==> config.mk <==
export PLATFORM = sky130hd
export DESIGN_NAME = modular_inverse_euclid
export DESIGN_NICKNAME = d
export VERILOG_FILES = /design/src/sv/mie_pkg.sv /design/src/sv/modular_inverse_euclid.sv /design/src/sv/mie_ctrl.sv /design/src/sv/mie_dpath.sv
export SDC_FILE = /design/constraint.sdc
export NUM_CORES = 1
export LEC_CHECK = 0
export BUFFER_PORTS_ARGS = -buffer_cell sky130_fd_sc_hd__buf_2
export CAP_MARGIN = 15
export CELL_PAD_IN_SITES_DETAIL_PLACEMENT = 0
export CELL_PAD_IN_SITES_GLOBAL_PLACEMENT = 1
export CORE_UTILIZATION = 45
export CTS_BUF_LIST = sky130_fd_sc_hd__clkbuf_16
export DETAILED_ROUTE_END_ITERATION = 7
export GPL_ROUTABILITY_DRIVEN = 0
export PLACE_DENSITY = 0.82
export SYNTH_ARGS = -nofsm -noshare
export SYNTH_HDL_FRONTEND = slang
export SYNTH_SLANG_ARGS = --single-unit
==> constraint.sdc <==
create_clock -name clk -period 22.7 [get_ports clk]
set_clock_uncertainty 0.1 [all_clocks]
set_input_delay 3.405 -clock clk [delete_from_list [all_inputs] [get_ports clk]]
set_output_delay 3.405 -clock clk [all_outputs]
set_load 0.05 [all_outputs]
==> src/sv/mie_pkg.sv <==
// ----------------------------------------------------------------------------
// mie_pkg: shared definitions for the modular inverse block
// Constants, status codes and the command/status bundles between the
// controller and the datapath.
// ----------------------------------------------------------------------------
package mie_pkg;

	// default operand width and modulus after reset
	localparam int          MIE_DATA_WIDTH      = 31;
	localparam logic [63:0] MIE_DEFAULT_MODULUS = 64'd998244353;

	// result status codes
	localparam logic STATUS_OK             = 1'b0;
	localparam logic STATUS_NOT_INVERTIBLE = 1'b1;

	// register index of the modulus
	localparam logic REG_MODULUS = 1'b0;

	// commands from controller to datapath
	typedef struct packed {
		logic load_red;   // start reduction of the input value
		logic step;       // one divider iteration
		logic div_round;  // divisor is current remainder, else modulus
		logic setup;      // start the euclid loop, settle special cases
		logic update;     // close a round, start the next division
		logic finish;     // form the final inverse
		logic load_out;   // move result into the output register
	} cmd_t;

	// status from datapath to controller
	typedef struct packed {
		logic last_step;  // divider on its final iteration
		logic rem_zero;   // divider remainder is zero
		logic special;    // modulus zero or one, or value reduces to zero
	} sts_t;

endpackage

==> src/sv/modular_inverse_euclid.sv <==
// ----------------------------------------------------------------------------
// modular_inverse_euclid: modular inverse by the extended euclidean algorithm
// Flow: reduction of the input value, then R euclid rounds, each round one
//   bit-serial division plus one update step, then a final correction;
//   special cases (modulus zero or one, value reducing to zero) skip the rounds.
// Throughput: one transaction at a time; the next is taken once the result
//   sits in the output register. Reset clears control and sets modulus to
//   998244353.
// ----------------------------------------------------------------------------
module modular_inverse_euclid #(
	parameter int DATA_WIDTH = mie_pkg::MIE_DATA_WIDTH,
	localparam int APB_DW    = (DATA_WIDTH > 32) ? 64 : 32,
	localparam int ADDR_W    = (APB_DW == 64) ? 4 : 3
) (
	input  logic                  clk,
	input  logic                  arst_n,
	// input channel
	input  logic                  in_valid,
	output logic                  in_ready,
	input  logic [DATA_WIDTH-1:0] value,
	// output channel
	output logic                  out_valid,
	input  logic                  out_ready,
	output logic [DATA_WIDTH-1:0] inverse,
	output logic                  status,
	// configuration port
	input  logic                  psel,
	input  logic                  penable,
	input  logic                  pwrite,
	input  logic [ADDR_W-1:0]     paddr,
	input  logic [APB_DW-1:0]     pwdata,
	output logic [APB_DW-1:0]     prdata,
	output logic                  pready
);
	import mie_pkg::*;

	localparam logic [DATA_WIDTH-1:0] RST_MODULUS = MIE_DEFAULT_MODULUS[DATA_WIDTH-1:0];

	logic [DATA_WIDTH-1:0] modulus_q;
	logic                  reg_sel;
	cmd_t                  cmd;
	sts_t                  sts;

	// register decode
	assign pready  = 1'b1;
	assign reg_sel = (paddr[ADDR_W-1] == REG_MODULUS);

	// modulus register
	always_ff @(posedge clk or negedge arst_n) begin
		if (!arst_n) begin
			modulus_q <= RST_MODULUS;
		end else if (psel && penable && pwrite && pready && reg_sel) begin
			modulus_q <= pwdata[DATA_WIDTH-1:0];
		end
	end

	// read back
	assign prdata = reg_sel ? APB_DW'(modulus_q) : '0;

	mie_ctrl u_ctrl (
		.clk       (clk),
		.arst_n    (arst_n),
		.in_valid  (in_valid),
		.in_ready  (in_ready),
		.out_valid (out_valid),
		.out_ready (out_ready),
		.sts       (sts),
		.cmd       (cmd)
	);

	mie_dpath #(
		.DATA_WIDTH (DATA_WIDTH)
	) u_dpath (
		.clk     (clk),
		.arst_n  (arst_n),
		.cmd     (cmd),
		.sts     (sts),
		.value   (value),
		.modulus (modulus_q),
		.inverse (inverse),
		.status  (status)
	);

endmodule

==> src/sv/mie_ctrl.sv <==
// ----------------------------------------------------------------------------
// mie_ctrl: sequencer for the modular inverse block
// Steps the datapath through reduction, euclid rounds and final correction,
// and owns the input ready and output valid handshakes.
// ----------------------------------------------------------------------------
module mie_ctrl (
	input  logic          clk,
	input  logic          arst_n,
	input  logic          in_valid,
	output logic          in_ready,
	output logic          out_valid,
	input  logic          out_ready,
	input  mie_pkg::sts_t sts,
	output mie_pkg::cmd_t cmd
);
	import mie_pkg::*;

	localparam logic [2:0] S_IDLE   = 3'd0;
	localparam logic [2:0] S_REDUCE = 3'd1;
	localparam logic [2:0] S_SETUP  = 3'd2;
	localparam logic [2:0] S_ROUND  = 3'd3;
	localparam logic [2:0] S_UPDATE = 3'd4;
	localparam logic [2:0] S_FINAL  = 3'd5;
	localparam logic [2:0] S_DONE   = 3'd6;

	logic [2:0] state_q;
	logic [2:0] state_d;
	logic       out_valid_q;
	logic       out_free;

	assign out_free  = !out_valid_q || out_ready;
	assign in_ready  = (state_q == S_IDLE);
	assign out_valid = out_valid_q;

	// next state and commands
	always_comb begin
		state_d = state_q;
		cmd     = '0;
		case (state_q)
			S_IDLE: begin
				if (in_valid) begin
					cmd.load_red = 1'b1;
					state_d      = S_REDUCE;
				end
			end
			S_REDUCE: begin
				cmd.step = 1'b1;
				if (sts.last_step) begin
					state_d = S_SETUP;
				end
			end
			S_SETUP: begin
				cmd.setup = 1'b1;
				state_d   = sts.special ? S_DONE : S_ROUND;
			end
			S_ROUND: begin
				cmd.step      = 1'b1;
				cmd.div_round = 1'b1;
				if (sts.last_step) begin
					state_d = S_UPDATE;
				end
			end
			S_UPDATE: begin
				cmd.update = 1'b1;
				state_d    = sts.rem_zero ? S_FINAL : S_ROUND;
			end
			S_FINAL: begin
				cmd.finish = 1'b1;
				state_d    = S_DONE;
			end
			S_DONE: begin
				if (out_free) begin
					cmd.load_out = 1'b1;
					state_d      = S_IDLE;
				end
			end
			default: begin
				state_d = S_IDLE;
			end
		endcase
	end

	// state register
	always_ff @(posedge clk or negedge arst_n) begin
		if (!arst_n) begin
			state_q <= S_IDLE;
		end else begin
			state_q <= state_d;
		end
	end

	// output valid flag
	always_ff @(posedge clk or negedge arst_n) begin
		if (!arst_n) begin
			out_valid_q <= 1'b0;
		end else if (cmd.load_out) begin
			out_valid_q <= 1'b1;
		end else if (out_ready) begin
			out_valid_q <= 1'b0;
		end
	end

	// an accepted transaction starts the reduction
	a_accept_starts: assert property (@(posedge clk) disable iff (!arst_n)
		in_valid && in_ready |=> state_q == S_REDUCE)
		else $error("accepted transaction did not start reduction");

	// a result only appears from the done state
	a_valid_from_done: assert property (@(posedge clk) disable iff (!arst_n)
		$rose(out_valid_q) |-> $past(state_q) == S_DONE)
		else $error("output valid rose outside done state");

	// the output register is never overwritten while still held
	a_no_overwrite: assert property (@(posedge clk) disable iff (!arst_n)
		cmd.load_out |-> (!out_valid_q || out_ready))
		else $error("output register overwritten");

	// a finished round division always closes the round
	a_round_closes: assert property (@(posedge clk) disable iff (!arst_n)
		state_q == S_ROUND && sts.last_step |=> state_q == S_UPDATE)
		else $error("round division did not close");

endmodule

==> src/sv/mie_dpath.sv <==
// ----------------------------------------------------------------------------
// mie_dpath: datapath for the modular inverse block
// Bit-serial restoring divider with a shift-and-add coefficient product,
// euclid remainder and coefficient registers, and the output register.
// ----------------------------------------------------------------------------
module mie_dpath #(
	parameter int DATA_WIDTH = mie_pkg::MIE_DATA_WIDTH
) (
	input  logic                  clk,
	input  logic                  arst_n,
	input  mie_pkg::cmd_t         cmd,
	output mie_pkg::sts_t         sts,
	input  logic [DATA_WIDTH-1:0] value,
	input  logic [DATA_WIDTH-1:0] modulus,
	output logic [DATA_WIDTH-1:0] inverse,
	output logic                  status
);
	import mie_pkg::*;

	localparam int CNT_W = $clog2(DATA_WIDTH);

	logic [DATA_WIDTH-1:0] r_prev_q, r_cur_q, c_prev_q, c_cur_q;
	logic [DATA_WIDTH-1:0] rem_q, quo_q, acc_q;
	logic [CNT_W-1:0]      cnt_q;
	logic                  par_q;
	logic [DATA_WIDTH-1:0] res_q;
	logic                  flag_q;
	logic [DATA_WIDTH-1:0] inverse_q;
	logic                  status_q;

	logic [DATA_WIDTH-1:0] divisor;
	logic [DATA_WIDTH:0]   rem_shift;
	logic                  qbit;
	logic [DATA_WIDTH:0]   rem_sub;
	logic [DATA_WIDTH-1:0] acc_next;
	logic                  m_zero, m_one;
	logic [DATA_WIDTH-1:0] pos, neg;

	// divider iteration: shift in one dividend bit, compare and subtract
	assign divisor   = cmd.div_round ? r_cur_q : modulus;
	assign rem_shift = {rem_q, quo_q[DATA_WIDTH-1]};
	assign qbit      = (rem_shift >= {1'b0, divisor});
	assign rem_sub   = rem_shift - {1'b0, divisor};
	// quotient times coefficient built msb first
	assign acc_next  = {acc_q[DATA_WIDTH-2:0], 1'b0} + (qbit ? c_cur_q : '0);

	// status to the controller
	assign m_zero        = (modulus == '0);
	assign m_one         = (modulus == DATA_WIDTH'(1));
	assign sts.last_step = (cnt_q == CNT_W'(DATA_WIDTH - 1));
	assign sts.rem_zero  = (rem_q == '0);
	assign sts.special   = m_zero || m_one || (rem_q == '0);

	// sign correction of the final coefficient
	assign pos = (c_prev_q >= modulus) ? c_prev_q - modulus : c_prev_q;
	assign neg = (pos == '0) ? '0 : modulus - pos;

	// iteration counter
	always_ff @(posedge clk or negedge arst_n) begin
		if (!arst_n) begin
			cnt_q <= '0;
		end else if (cmd.load_red || cmd.setup || cmd.update) begin
			cnt_q <= '0;
		end else if (cmd.step) begin
			cnt_q <= cnt_q + CNT_W'(1);
		end
	end

	// divider and euclid registers
	always_ff @(posedge clk) begin
		if (cmd.load_red) begin
			quo_q <= value;
			rem_q <= '0;
			acc_q <= '0;
		end else if (cmd.step) begin
			quo_q <= {quo_q[DATA_WIDTH-2:0], qbit};
			rem_q <= qbit ? rem_sub[DATA_WIDTH-1:0] : rem_shift[DATA_WIDTH-1:0];
			acc_q <= acc_next;
		end else if (cmd.setup) begin
			r_prev_q <= modulus;
			r_cur_q  <= rem_q;
			c_prev_q <= '0;
			c_cur_q  <= DATA_WIDTH'(1);
			par_q    <= 1'b0;
			quo_q    <= modulus;
			rem_q    <= '0;
			acc_q    <= '0;
			res_q    <= '0;
			flag_q   <= m_zero || (!m_one && (rem_q == '0));
		end else if (cmd.update) begin
			r_prev_q <= r_cur_q;
			r_cur_q  <= rem_q;
			c_prev_q <= c_cur_q;
			c_cur_q  <= c_prev_q + acc_q;
			par_q    <= ~par_q;
			quo_q    <= r_cur_q;
			rem_q    <= '0;
			acc_q    <= '0;
		end else if (cmd.finish) begin
			if (r_prev_q != DATA_WIDTH'(1)) begin
				res_q  <= '0;
				flag_q <= STATUS_NOT_INVERTIBLE;
			end else begin
				res_q  <= par_q ? pos : neg;
				flag_q <= STATUS_OK;
			end
		end
	end

	// output register
	always_ff @(posedge clk) begin
		if (cmd.load_out) begin
			inverse_q <= res_q;
			status_q  <= flag_q;
		end
	end

	assign inverse = inverse_q;
	assign status  = status_q;

endmodule
Yosys cells after proc, flatten, opt, wreduce, memory -nomap -nowiden. Index checks and enable logic that the tools add are counted.

Add/subtract/negate cells: 6. Magnitude comparators: 2. Eq/ne operators: 14. Mux-type cells: 47. Bitwise operators: 4. Reduce and logical (&&, ||, !) cells: 26.

Operators by type and width (count): 31-bit 2-to-1 mux (22); 31-bit logical NOT (3); 31-bit subtractor (3); 31-bit adder (2); 32-bit by 31-bit greater-or-equal comparator with 1-bit output (1); 31-bit by 1-bit == test with 1-bit output (second input constant) (1); 31-bit greater-or-equal comparator (1); 31-bit by 1-bit inequality test with 1-bit output (second input constant) (1); 3-bit one-hot mux with 7 select lines (1); 3-bit 2-to-1 mux (6); 1-bit 2-to-1 mux (16); 5-bit 2-to-1 mux (2); 3-bit == test (second input constant) (3); 4-bit AND reduction (2); 2-bit nonzero test (4); 3-bit by 2-bit == test with 1-bit output (second input constant) (2); 1-bit logical OR (6); 2-bit inequality test (second input constant) (3); 5-bit by 1-bit adder with 5-bit output (second input constant) (1); 5-bit == test (second input constant) (1); 1-bit logical AND (4); 2-bit by 1-bit inequality test with 1-bit output (second input constant) (2); 1-bit inverter (4); 4-bit nonzero test (1); other kinds (6) (7).

Register bits after elaboration: 322. Input port bits: 73. Word-level logic and storage cells: 115.

Longest topological paths before layout.
Depth after elaboration: 8. Mapped depth: 30. Depth with buffers taken out: 28.

Modules after synthesis. A second synthesis with hierarchy kept.

Cells, all modules: 2240. Area, all modules: 21852.2 µm².

Modules (own cells, without submodules): mie_dpath (times used 1, cells each 2101, area an instance 20023.0 µm²); modular_inverse_euclid (times used 1, cells each 104, area an instance 1531.5 µm²); mie_ctrl (times used 1, cells each 35, area an instance 297.8 µm²).

Worst setup path after synthesis. OpenSTA, ideal clock, no wires.

Path kind: register to register. Start: reg u_ctrl.state_q[2]. End: reg u_dpath.quo_q[0] (enable). Data arrival time: 8.367 ns. Path slack: 13.846 ns. Stages on the path, launching flop included: 8. Buffers on the path: 2. Clock period less this slack: 8.854 ns. Cell sequence: dfrtp_1 clkbuf_1 nand2b_1 a21oi_1 or2_1 nor2_1 clkbuf_1 inv_1.

Word-level cells in the longest chain between the ends: 4.

RTL lines: start: declaration (line mie_ctrl.sv:26) `logic [2:0] state_q;`; start signal: assignment (line mie_ctrl.sv:88) `state_q <= state_d;`; 3-bit by 1-bit == test with 1-bit output / 3-bit by 2-bit == test with 1-bit output (equally long branches) (line mie_ctrl.sv:39) `case (state_q)`; 2-bit OR reduction (no source line); 1-bit 2-to-1 mux (line mie_ctrl.sv:39); 4-bit nonzero test (no source line) (*); end signal: assignment (line mie_dpath.sv:72) `quo_q <= value;`; end signal: assignment (line mie_dpath.sv:76) `quo_q <= {quo_q[DATA_WIDTH-2:0], qbit};`; end signal: assignment (line mie_dpath.sv:85) `quo_q <= modulus;`; end: declaration (line mie_dpath.sv:23) `logic [DATA_WIDTH-1:0] rem_q, quo_q, acc_q;`.

Mark *: on every way between the ends. The rest lies on a longest branch, timed or not. A chain may end at the register's enable or synchronous reset.

Worst setup path after layout.
Start: reg u_ctrl.state_q[0]. End: reg u_dpath.acc_q[29].

Word-level cells in the longest chain between the ends: 7.

RTL lines: 3-bit by 2-bit == test with 1-bit output (line mie_ctrl.sv:39); 1-bit 2-to-1 mux (line mie_ctrl.sv:39); 31-bit 2-to-1 mux (line mie_dpath.sv:40) `assign divisor = cmd.div_round ? r_cur_q : modulus;`; 32-bit by 31-bit greater-or-equal comparator with 1-bit output (line mie_dpath.sv:42) `assign qbit = (rem_shift >= {1'b0, divisor});`; 31-bit 2-to-1 mux (line mie_dpath.sv:45) `assign acc_next = {acc_q[DATA_WIDTH-2:0], 1'b0} + (qbit ? c_cur_q : '0);`; 31-bit adder (line mie_dpath.sv:45); 31-bit 2-to-1 mux (line mie_dpath.sv:75) `end else if (cmd.step) begin`; end signal: assignment (line mie_dpath.sv:78) `acc_q <= acc_next;`; end: declaration (line mie_dpath.sv:23).

Several ways; a longest one is shown, not always the timed one.

==> results.md <==
- Outcome: finished clean
- Worst R2R Setup Slack: 14690 ps
- Slowest-stage cell, CP: o311ai_0
- Dpl cells: 2873
- Final std cells w/o fill: 2942
- CP Capture Type: register
- Max-Cap Viols: 0
- Core Area: 0.0466 mm^2
- Fmax: 0.125 GHz
- Die area: 0.0481 mm^2
- Antenna diodes: 0
- Cells after Synth: 2210
- Avg Inst Size Synth: 9.61 um^2
- Wire per inst: 22.0 um
- Boundary Pins: 140
- Tmin final: 8010 ps
- Hold Crit Endpoint: u_dpath.inverse[18]$_DFFE_PP_
- First-pass GRT wire length: 97200 um
- Crit Path Max Fanout: 31
- Initial Util: 45.6%
- Tot GR Track Use: 26.8%
- CP Data Required Time: 23050 ps
- DRT Pass-1 Iters: 5
- Worst setup path category: reg2reg
- HP Class: reg2reg
- Hold Crit Depth: 0
- Number of flops mapped to enable cells by yosys: 220
- Mapped Area: 0.0212 mm^2
- Top cells by area, synth: edfxtp_1 (31%), ha_1 (9.0%), dfxtp_1 (5.8%), dfrtp_1 (3.9%), o21ai_0 (3.6%)
- Final Hold Fails: 0
- Reg2Reg Depth: 30
- Setup Fix Bufs, Post-CTS: 0
- Final WL: 64800 um
- Residual DRC: 0
- GRT overflow: 0
- Worst r2r src: u_ctrl.state_q[0]$_DFFE_PN0P_
- Power per cell area: 92.8 mW/mm^2
- P_leak: 0.00945 uW
- Vias in the first global route: 16.6k
- H-tree levels: 2
- Vias per cell: 6.04
- FP Rows: 79
- Sequential Area: 0.00886 mm^2
- Largest net degree at the start of global routing: 102
- Synth area leader: edfxtp_1
- Async set or reset register ratio after synthesis: 12.4%
- Dpl hpwl: 48400 um
- Slew @ Worst Pin: 1080 ps
- Layout Utilization: 51.0%
- Final Max Slew Viols: 0
- CTS clk-pin slew, worst paths: 60 ps
- Seq/Total Area, Yosys: 41.7%
- Fin crit share: 35.3%
- WP data arrival: 8360 ps
- Top cell type's share of synthesized area: 31.1%
- Final setup fails: 0
- Die width: 219 um
- Ys flop type: edfxtp_1
- Yosys warns: 0
- CTS buffer count: 37
- Initial antenna violation count: 0
- ANT nets after route: 0
- Area of the multi-input gates: 0.0117 mm^2
- Hold_sp: u_dpath.res_q[18]$_SDFFCE_PP0P_
- Hold-fix buffer count after cts: 0
- Die Y: 219 um
- Peak supply drop: 72.4 uV
- Clock root buffer: clkbuf_16
- Clock latency on the worst-skew pair: 570 ps
- Routed via count: 17.8k
- Commonest non-fill, non-tap cell in the layout: edfxtp_1
- Port bufs: 134
- Clk sinks: 322
- Setup TNS: 0 ps
- CTS tree: built
- Fraction of layout cells with a size suffix above 1: 12.5%
- Most frequent cells in the layout: edfxtp_1 (220), nand2_1 (176), nor2_1 (161)
- Clk buf depth: 3
- Fin Hold WS: 318 ps
- Post-Syn Nets: 2441
- Post-synth cell types: 88
- Setup repair after global routing missed its margin: false
- Area grow syn2layout: 11.7%
- Number of synthesized register bits: 322
- Crit-path max cell delay: 720 ps
- Post_cts resized: 0
- Final net count: 2537
- FILL cells: 4219
- Relative slew slack: 28.1%
- Crit start category: register
- R2R Path End: u_dpath.acc_q[29]$_SDFFE_PP0P_
- Initial drt markers: 1733
-- cell type report --
class,instances,area share (%)
multi-input combinational,1702,49.3
timing repair buffer,153,3.48
clock inverter,30,1.25
inverter,90,1.42
tap,607,3.20
sequential,322,37.3
clock buffer,38,4.01
-- worst max-delay path, delay by kind of cell, from the launching register on --
family          cells  cell delay [ps]
compound gates     13             3960
xor+xnor            1              160
fa+ha+maj           4              980
buf+inv             4              770
flops               1              610
mux                 1              310
simple gates        7              970
-- flip-flops by register name (all words and copies together) (netlist names), 3 cells and up --
signal and count:
u_dpath.rem_q 31, u_dpath.cnt_q 5, u_dpath.inverse 31, u_ctrl.state_q 3, u_dpath.res_q 31, u_dpath.c_cur_q 31, u_dpath.r_prev_q 31, u_dpath.quo_q 31
u_dpath.acc_q 31, modulus_q 31, u_dpath.r_cur_q 31, u_dpath.c_prev_q 31
-- cell families (layout without fill, tap and decap cells) --
kind of cell,Yosys count,after routing,synth area share [%]
other cells,2,2,0.0353
compound gates,622,622,19.4
xor+xnor,121,121,4.99
simple gates,707,707,16.3
flops,322,322,41.7
mux,92,92,4.53
buf+inv,186,311,3.53
fa+ha+maj,158,158,9.48
-- through the flow --
step           setup WS (ps)  total power (uW)  instance area [um^2]
6_report               14690              2200                 23700
5_1_grt                14110              2320                 23700
4_1_cts                14830              2200                 23700
3_5_place_dp           14890              1580                 22500
3_3_place_gp           14900              1560                 22500
2_1_floorplan          13850              1370                 21200
-- synth_stat cells, types with 40 or more instances --
cell type,n
edfxtp_1,220
nand2_1,177
nor2_1,164
ha_1,153
o21ai_0,153
a21oi_1,146
inv_1,89
nand3_1,83
xnor2_1,71
dfxtp_1,62
clkbuf_1,59
mux2i_1,59
nor2b_1,56
a21o_1,54
xor2_1,50
and2_1,40
-- metal layers --
| layer | global-route usage (%) | up-vias | wire length [um] |
|---|---|---|---|
| met5 | 0 | - | 0 |
| met4 | 13.0 | 0 | 2930 |
| met3 | 3.42 | 143 | 4180 |
| met2 | 43.0 | 703 | 29600 |
| met1 | 35.5 | 8519 | 28100 |
| li1 | - | 8394 | - |
-- report_power, final --
part | switching [uW] | total, uW | internal [uW]
Clock | 258 | 614 | 356
Combinational | 515 | 838 | 323
Sequential | 65.5 | 751 | 686
Total | 839 | 2200 | 1360
-- worst max path at each step --
stage	startpoint	end	slack, ps	cells past startpoint
final	u_ctrl.state_q[0]$_DFFE_PN0P_	u_dpath.acc_q[29]$_SDFFE_PP0P_	14690	30
after global routing	u_ctrl.state_q[0]$_DFFE_PN0P_	u_dpath.acc_q[29]$_SDFFE_PP0P_	14110	30
after CTS	u_ctrl.state_q[0]$_DFFE_PN0P_	u_dpath.acc_q[29]$_SDFFE_PP0P_	14830	30
after detailed placement	u_ctrl.state_q[0]$_DFFE_PN0P_	u_dpath.acc_q[29]$_SDFFE_PP0P_	14890	30
after global placement	u_ctrl.state_q[0]$_DFFE_PN0P_	u_dpath.acc_q[29]$_SDFFE_PP0P_	14900	30
after floorplan	u_ctrl.state_q[2]$_DFFE_PN0P_	u_dpath.quo_q[0]$_DFFE_PP_	13850	7
Note: power is estimated with default switching activity, not from simulation.
